$ cat config.mk
export PLATFORM = sky130hd
export DESIGN_NAME = lifo_stack_with_search_core
export DESIGN_NICKNAME = d
export VERILOG_FILES = /design/src/design/lsws_pkg.sv /design/src/design/lsws_ram.sv /design/src/design/lsws_ctrl.sv /design/src/design/lifo_stack_with_search_core.sv
export SDC_FILE = /design/constraint.sdc
export NUM_CORES = 2
export LEC_CHECK = 0
export BUFFER_PORTS_ARGS = -buffer_cell sky130_fd_sc_hd__buf_2
export CORE_MARGIN = 2
export CORE_UTILIZATION = 55
export DETAILED_ROUTE_END_ITERATION = 7
export HOLD_SLACK_MARGIN = 0.15
export PLACE_DENSITY_LB_ADDON = 0.08
export SETUP_SLACK_MARGIN = 0.02
export SYNTH_ARGS = -nofsm -noshare
export SYNTH_HDL_FRONTEND = slang
export SYNTH_SLANG_ARGS = --single-unit
$ cat constraint.sdc
create_clock -name clk -period 5.77 [get_ports clk]
set_clock_uncertainty 0.15 [all_clocks]
set_input_delay 0.8655 -clock clk [delete_from_list [all_inputs] [get_ports clk]]
set_output_delay 0.8655 -clock clk [all_outputs]
set_load 0.1 [all_outputs]
$ cat src/design/lsws_pkg.sv
// shared types and codes for the lifo stack with search
`timescale 1ns / 1ps

package lsws_pkg;

  localparam logic [2:0] OP_PUSH        = 3'd0;
  localparam logic [2:0] OP_POP         = 3'd1;
  localparam logic [2:0] OP_PUSH_LESS   = 3'd2;
  localparam logic [2:0] OP_PUSH_UNIQUE = 3'd3;
  localparam logic [2:0] OP_CONTAINS    = 3'd4;
  localparam logic [2:0] OP_CLEAR       = 3'd5;

  localparam logic [1:0] STAT_OK    = 2'd0;
  localparam logic [1:0] STAT_EMPTY = 2'd1;
  localparam logic [1:0] STAT_FULL  = 2'd2;

  typedef enum logic [1:0] {
    ST_IDLE,
    ST_SEARCH,
    ST_POP_RD
  } state_t;

  typedef struct packed {
    logic [2:0]          func;
    logic signed [31:0]  operand;
  } in_item_t;

  typedef struct packed {
    logic signed [31:0]  top_value;
    logic [6:0]          depth_used;
    logic                is_empty;
    logic                found;
    logic [1:0]          status;
  } out_item_t;

endpackage

$ cat src/design/lsws_ram.sv
// generic single write, single read ram with registered read data
`timescale 1ns / 1ps

module lsws_ram #(
  parameter int WIDTH = 32,
  parameter int DEPTH = 64
) (
  input  logic                     clk,
  input  logic                     we,
  input  logic [$clog2(DEPTH)-1:0] waddr,
  input  logic [WIDTH-1:0]         wdata,
  input  logic [$clog2(DEPTH)-1:0] raddr,
  output logic [WIDTH-1:0]         rdata
);

  logic [WIDTH-1:0] mem [DEPTH];

  always_ff @(posedge clk) begin
    if (we) begin
      mem[waddr] <= wdata;
    end
    rdata <= mem[raddr];
  end

endmodule

$ cat src/design/lsws_ctrl.sv
// stack sequencer: fill count, cached top entry, search walk over the ram
`timescale 1ns / 1ps

module lsws_ctrl #(
  parameter int DEPTH = 64
) (
  input  logic                     clk,
  input  logic                     rst_n,
  input  logic                     in_valid,
  output logic                     in_ready,
  input  lsws_pkg::in_item_t       in_data,
  input  logic                     out_free,
  output logic                     done,
  output lsws_pkg::out_item_t      result,
  output logic                     mem_we,
  output logic [$clog2(DEPTH)-1:0] mem_waddr,
  output logic [31:0]              mem_wdata,
  output logic [$clog2(DEPTH)-1:0] mem_raddr,
  input  logic [31:0]              mem_rdata
);

  localparam int AW = $clog2(DEPTH);
  localparam int CW = $clog2(DEPTH + 1);

  lsws_pkg::state_t   state_r, state_nxt;
  logic [CW-1:0]      count_r, count_nxt;
  logic [CW-1:0]      idx_r, idx_nxt;
  logic signed [31:0] top_r, top_nxt;
  logic [2:0]         op_r, op_nxt;
  logic [31:0]        operand_r, operand_nxt;
  logic               res_found;
  logic [1:0]         res_status;
  logic               is_full;
  logic [CW-1:0]      pop_addr;
  logic               hit;
  logic [CW+6:0]      count_ext;

  assign is_full   = (count_r == CW'(DEPTH));
  assign pop_addr  = CW'(count_r - CW'(2));
  assign hit       = (mem_rdata == operand_r);
  assign count_ext = {7'd0, count_nxt};

  always_ff @(posedge clk) begin
    if (!rst_n) begin
      state_r <= lsws_pkg::ST_IDLE;
      count_r <= '0;
    end else begin
      state_r <= state_nxt;
      count_r <= count_nxt;
    end
  end

  always_ff @(posedge clk) begin
    idx_r     <= idx_nxt;
    top_r     <= top_nxt;
    op_r      <= op_nxt;
    operand_r <= operand_nxt;
  end

  always_comb begin
    state_nxt   = state_r;
    count_nxt   = count_r;
    idx_nxt     = idx_r;
    top_nxt     = top_r;
    op_nxt      = op_r;
    operand_nxt = operand_r;
    in_ready    = 1'b0;
    done        = 1'b0;
    res_found   = 1'b0;
    res_status  = lsws_pkg::STAT_OK;
    mem_we      = 1'b0;
    mem_waddr   = count_r[AW-1:0];
    mem_wdata   = in_data.operand;
    mem_raddr   = '0;

    case (state_r)
      lsws_pkg::ST_IDLE: begin
        in_ready = out_free;
        if (in_valid && out_free) begin
          op_nxt      = in_data.func;
          operand_nxt = in_data.operand;
          case (in_data.func)
            lsws_pkg::OP_PUSH: begin
              done = 1'b1;
              if (is_full) begin
                res_status = lsws_pkg::STAT_FULL;
              end else begin
                mem_we    = 1'b1;
                count_nxt = CW'(count_r + 1'b1);
                top_nxt   = in_data.operand;
              end
            end
            lsws_pkg::OP_POP: begin
              if (count_r == '0) begin
                done       = 1'b1;
                res_status = lsws_pkg::STAT_EMPTY;
              end else if (count_r == CW'(1)) begin
                done      = 1'b1;
                count_nxt = '0;
              end else begin
                count_nxt = CW'(count_r - 1'b1);
                mem_raddr = pop_addr[AW-1:0];
                state_nxt = lsws_pkg::ST_POP_RD;
              end
            end
            lsws_pkg::OP_PUSH_LESS: begin
              done = 1'b1;
              if (count_r == '0) begin
                res_status = lsws_pkg::STAT_EMPTY;
              end else if (top_r > in_data.operand) begin
                if (is_full) begin
                  res_status = lsws_pkg::STAT_FULL;
                end else begin
                  mem_we    = 1'b1;
                  count_nxt = CW'(count_r + 1'b1);
                  top_nxt   = in_data.operand;
                end
              end
            end
            lsws_pkg::OP_PUSH_UNIQUE: begin
              if (count_r == '0) begin
                done      = 1'b1;
                mem_we    = 1'b1;
                count_nxt = CW'(1);
                top_nxt   = in_data.operand;
              end else begin
                mem_raddr = '0;
                idx_nxt   = CW'(1);
                state_nxt = lsws_pkg::ST_SEARCH;
              end
            end
            lsws_pkg::OP_CONTAINS: begin
              if (count_r == '0) begin
                done       = 1'b1;
                res_status = lsws_pkg::STAT_EMPTY;
              end else begin
                mem_raddr = '0;
                idx_nxt   = CW'(1);
                state_nxt = lsws_pkg::ST_SEARCH;
              end
            end
            lsws_pkg::OP_CLEAR: begin
              done      = 1'b1;
              count_nxt = '0;
            end
            default: begin
              done = 1'b1;
            end
          endcase
        end
      end
      lsws_pkg::ST_POP_RD: begin
        done      = 1'b1;
        top_nxt   = mem_rdata;
        state_nxt = lsws_pkg::ST_IDLE;
      end
      lsws_pkg::ST_SEARCH: begin
        mem_wdata = operand_r;
        if (hit || idx_r == count_r) begin
          done      = 1'b1;
          res_found = hit;
          state_nxt = lsws_pkg::ST_IDLE;
          if (op_r == lsws_pkg::OP_PUSH_UNIQUE && !hit) begin
            if (is_full) begin
              res_status = lsws_pkg::STAT_FULL;
            end else begin
              mem_we    = 1'b1;
              count_nxt = CW'(count_r + 1'b1);
              top_nxt   = operand_r;
            end
          end
        end else begin
          mem_raddr = idx_r[AW-1:0];
          idx_nxt   = CW'(idx_r + 1'b1);
        end
      end
      default: begin
        state_nxt = lsws_pkg::ST_IDLE;
      end
    endcase

    result.top_value  = (count_nxt == '0) ? 32'sd0 : top_nxt;
    result.depth_used = count_ext[6:0];
    result.is_empty   = (count_nxt == '0);
    result.found      = res_found;
    result.status     = res_status;
  end

endmodule

$ cat src/design/lifo_stack_with_search_core.sv
// lifo stack with membership search: top level, output register and checks
// push, push-if-less, clear and unused codes finish in the accept cycle
// pop reads the new top from the ram in ST_POP_RD; an empty or emptied stack ends it at accept
// contains and push-unique compare k entries (k <= fill count) in ST_SEARCH, one per cycle
// throughput: one item at a time; the next is taken as the result register frees
// reset: fill count and sequencer cleared; ram contents are not cleared and need no sweep
`timescale 1ns / 1ps

module lifo_stack_with_search_core #(
  parameter int STACK_DEPTH = 64
) (
  input  logic                 clk,
  input  logic                 rst_n,
  input  logic                 in_valid,
  output logic                 in_ready,
  input  lsws_pkg::in_item_t   in_data,
  output logic                 out_valid,
  input  logic                 out_ready,
  output lsws_pkg::out_item_t  out_data
);

  localparam int AW = $clog2(STACK_DEPTH);

  logic                 out_valid_r;
  lsws_pkg::out_item_t  out_data_r;
  logic                 out_free;
  logic                 done;
  lsws_pkg::out_item_t  result;
  logic                 mem_we;
  logic [AW-1:0]        mem_waddr;
  logic [31:0]          mem_wdata;
  logic [AW-1:0]        mem_raddr;
  logic [31:0]          mem_rdata;

  assign out_free  = !out_valid_r || out_ready;
  assign out_valid = out_valid_r;
  assign out_data  = out_data_r;

  lsws_ctrl #(
    .DEPTH (STACK_DEPTH)
  ) u_ctrl (
    .clk       (clk),
    .rst_n     (rst_n),
    .in_valid  (in_valid),
    .in_ready  (in_ready),
    .in_data   (in_data),
    .out_free  (out_free),
    .done      (done),
    .result    (result),
    .mem_we    (mem_we),
    .mem_waddr (mem_waddr),
    .mem_wdata (mem_wdata),
    .mem_raddr (mem_raddr),
    .mem_rdata (mem_rdata)
  );

  lsws_ram #(
    .WIDTH (32),
    .DEPTH (STACK_DEPTH)
  ) u_ram (
    .clk   (clk),
    .we    (mem_we),
    .waddr (mem_waddr),
    .wdata (mem_wdata),
    .raddr (mem_raddr),
    .rdata (mem_rdata)
  );

  always_ff @(posedge clk) begin
    if (!rst_n) begin
      out_valid_r <= 1'b0;
    end else if (done) begin
      out_valid_r <= 1'b1;
    end else if (out_ready) begin
      out_valid_r <= 1'b0;
    end
  end

  always_ff @(posedge clk) begin
    if (done) begin
      out_data_r <= result;
    end
  end

  a_accept_needs_free: assert property (@(posedge clk) disable iff (!rst_n)
    (in_valid && in_ready) |-> out_free)
    else $error("input transfer while result register busy");

  a_done_needs_free: assert property (@(posedge clk) disable iff (!rst_n)
    done |-> out_free)
    else $error("result produced over a pending result");

  a_full_not_empty: assert property (@(posedge clk) disable iff (!rst_n)
    (out_valid_r && out_data_r.status == lsws_pkg::STAT_FULL) |-> !out_data_r.is_empty)
    else $error("full status reported on empty stack");

  a_empty_zero_top: assert property (@(posedge clk) disable iff (!rst_n)
    (out_valid_r && out_data_r.is_empty) |->
      (out_data_r.top_value == 32'sd0 && !out_data_r.found))
    else $error("empty stack reports a top or a hit");

endmodule

==> run_results.csv <==
group,metric,value,unit
status,run_status,"complete, but fails checks",
status,violations,"DRC",
route,drtAntennaViolNets,0,
place,dp_cells,9402,
hold_path,min-delay-path-class,"in -> reg",
global_route,grt.overflow.total,0,
pwr,power.static_leakage,0.0352,uW
place,io_buffers,83,
layout,area_delta_synth_final,14.7,%
synthesis,postSynth.asyncResetShare,0,
synthesis,mappedNetlistNets,7356,
global_route,grt_max_degree,93,
clocking,cts_sinks,2207,
pwr,power,36200,uW
layout,post-route-util,0.633,
sta,setup_viol,0,
synthesis,synth_sequential_area_ratio,0.721,
place,dp.final_hpwl,173,mm
worst_setup_path,critical_path.endpoint_type,"flop",
route,drt-vias-per-instance,6.42,
sta,holdWs,278,ps
sta,slew_viols_final,0,
clocking,cts-buffers-inserted,219,
sta,grt_setup_unrepaired,"no",
worst_setup_path,rrSetupSlack,390,ps
sta,worst_slew_margin_rel,0.0680,
route,drt-wirelength-per-cell,29.5,um
clocking,root_buffer,"sky130_fd_sc_hd__clkbuf_16",
worst_setup_path,cp_max_fo,26,
global_route,grt_antenna_before_repair,27,
global_route,globalRouteTotalUtil,0.335,
sta,final_period_minus_worst_setup_slack,5530,ps
layout,layout.area.seq,0.0655,sq mm
layout,most-common-layout-cells,"sky130_fd_sc_hd__edfxtp_1, sky130_fd_sc_hd__nand2_1, sky130_fd_sc_hd__nand3_1",
route,vias,63500,
die,placeableCoreArea,0.165,sq mm
route,totalWireLength,291,mm
layout,area_used_by_multi_input_combinational_logic,0.0241,sq mm
sta,final-hold-violation-count,0,
die,row_count,149,
layout,layout-drive-gt1-share,0.121,
global_route,first_global_vias,59100,
worst_setup_path,timing_worst_setup_path_type,"in -> reg",
route,drt_drc_violations_left,8,
route,drt-pass1-iter-count,8,
clocking,cts_h_tree_depth,4,
sta,least_margin_pin_slew,1380,ps
synthesis,synth.cell_area,0.0909,sq mm
clocking,cts_tree,"built",
place,routability_driven_placement_congestion_ratio,0.927,
die,die_ht,411,um
layout,finish.cell_count_without_fillers,9889,
global_route,grt_pass1_wl,410,mm
worst_setup_path,critical_path.startpoint_type,"input pin",
synthesis,yosysWarnings,0,
layout,num-nets-final,7588,
sta,post-route-period-util,0.959,
synthesis,avgSynthCellArea,12.5,sq um
synthesis,synth_cell_type_count,75,
layout,mostFrequentLayoutCell,"sky130_fd_sc_hd__edfxtp_1",
sta,maximum_achievable_frequency,181,MHz
pwr,worst_vdd_ir,0.000373,V
clocking,clk-insertion-delay-late,900,ps
synthesis,post_synth_inst_count,7276,
die,ios,84,
layout,n_fill_cell,12400,
synthesis,synth_ff_type,"sky130_fd_sc_hd__edfxtp_1",
worst_setup_path,required,6210,ps
synthesis,synth_enable_flop_cells,2133,
worst_setup_path,worst_ep_arrival_time,5980,ps
die,die-width,411,um
die,start_util,0.552,
run,max_cap_viol,0,
clocking,cts.reportedPaths.clkPinSlew,60,ps
synthesis,yosys_register_bits,2207,
pwr,power_density,347,mW/mm^2
die,die_area,0.169,sq mm
clocking,max-clock-path-buffers,3,
route,initialDrtViolationCount,9831,
==> per-layer routing <==
| layer | up-vias | GRT usage | part of all wire |
|---|---|---|---|
| met4 | 20 | 0.148 | 0.049 |
| met3 | 698 | 0.0818 | 0.12 |
| met2 | 3741 | 0.509 | 0.45 |
| li1 | 27400 | - | - |
| met5 | - | 0 | 0.00054 |
| met1 | 31600 | 0.461 | 0.39 |
==> cells by family (layout without fill, tap and decap cells) <==
group | Yosys count | after routing | synth area share
AOI/OAI and AO/OA | 754 | 754 | 0.0594
buffers and inverters | 551 | 939 | 0.0268
DFF | 2207 | 2207 | 0.721
other | 0 | 11 | 0
adders and majority gates | 41 | 41 | 0.00564
muxes | 69 | 69 | 0.00760
and+or+nand+nor | 3604 | 3629 | 0.175
xor gates and xnor gates | 50 | 50 | 0.00482
==> state kept, by name (all words and copies together), names as in the netlist <==
| name | count |
|---|---|
| u_ctrl.idx_r | 7 |
| out_valid | 1 |
| u_ctrl.count_r | 7 |
| u_ctrl.op_r | 3 |
| u_ctrl.state_r | 2 |
| u_ctrl.operand_r | 32 |
| u_ram.mem | 2048 |
| out_data | 43 |
| u_ram.rdata | 32 |
| u_ctrl.top_r | 32 |
==> area by class of cell <==
cell class,count,area share
clock buffer,275,0.0552
tap,2189,0.0263
multi-input combinational,4543,0.231
clock inverter,127,0.0131
antenna,11,0.000264
sequential,2207,0.628
inverter,48,0.00173
timing repair buffer,489,0.0435
==> worst paths after layout <==
path | startpoint | endpoint | cells after the start
setup / recovery | in_data[13] | u_ram.mem[52][20]$_DFFE_PP_ | 16
hold / removal | in_data[34] | u_ctrl.op_r[2]$_DFFE_PP_ | 1
setup reg to reg | u_ram.rdata[19]$_DFF_P_ | u_ram.rdata[28]$_DFF_P_ | 12
hold reg to reg | u_ctrl.top_r[24]$_DFF_P_ | u_ctrl.top_r[24]$_DFF_P_ | 2
==> timing repair <==
item / CTS / global route
gates resized for setup: 0 / 19
hold buffers: 34 / 0
hold endpoints to repair: 33 / 0
setup buffers: 0 / 14
endpoints found under the setup margin: 0 / 760
==> Yosys cell counts (all sizes together), types with 3 or more instances <==
master     n  area share
nand3   1169       0.064
or2        5     0.00034
nor3b      5     0.00047
clkbuf   251       0.010
o211ai     9     0.00074
o22ai     45      0.0031
a41oi     78      0.0075
or3        7     0.00048
a311oi    23      0.0022
nor2b     38      0.0026
nor4      58      0.0041
a211oi   105      0.0087
inv       47      0.0019
a31oi     63      0.0045
and4       3     0.00029
and2      13     0.00089
nand2b     8     0.00055
nand2   1909       0.079
nor3      79      0.0044
o211a     12      0.0013
o21a      34      0.0028
a21oi    163      0.0091
nand4     24      0.0017
a21o      11     0.00091
o22a       3     0.00029
a32oi     30      0.0029
o31ai      5     0.00056
mux2i     69      0.0076
and3      73      0.0050
xor2      42      0.0040
a311o      4     0.00044
edfxtp  2133        0.70
buf      252       0.014
xnor2      8     0.00077
o21ai     56      0.0031
ha        41      0.0056
a32o      24      0.0026
nor2     172      0.0072
a221oi    63      0.0061
or4       36      0.0030
dfxtp     74       0.016
==> worst max-delay path: stages <==
cell                            delay (ps)
sky130_fd_sc_hd__dlygate4sd3_1         520
sky130_fd_sc_hd__buf_2                 120
sky130_fd_sc_hd__inv_1                  90
sky130_fd_sc_hd__ha_1                  320
sky130_fd_sc_hd__nand4_1               190
sky130_fd_sc_hd__nor4_2                450
sky130_fd_sc_hd__o21ai_0               240
sky130_fd_sc_hd__o2111ai_1             290
sky130_fd_sc_hd__a211oi_1              250
sky130_fd_sc_hd__nor4_1                420
sky130_fd_sc_hd__o21ai_0               290
sky130_fd_sc_hd__a21oi_1               360
sky130_fd_sc_hd__buf_4                 210
sky130_fd_sc_hd__nand2_1               170
sky130_fd_sc_hd__nor2_4                860
sky130_fd_sc_hd__buf_4                 310
==> report_power, final <==
group	leakage [uW]	switching (uW)	internal (uW)
Combinational	0.0119	2740	926
Clock	0.00349	6200	7990
Sequential	0.0199	332	18000
Total	0.0352	9280	26900
==> stage by stage <==
| stage | instance area, sq um | TNS, ps | setup slack, ps |
|---|---|---|---|
| 5_1_grt | 104000 | 0 | 19.6 |
| 2_1_floorplan | 90900 | 0 | 599 |
| 6_report | 104000 | 0 | 236 |
| 4_1_cts | 104000 | 0 | 246 |
| 3_5_place_dp | 96400 | -21510 | -97.4 |
| 3_3_place_gp | 96400 | -84360 | -194 |
Power figures use the tool's default switching activity.
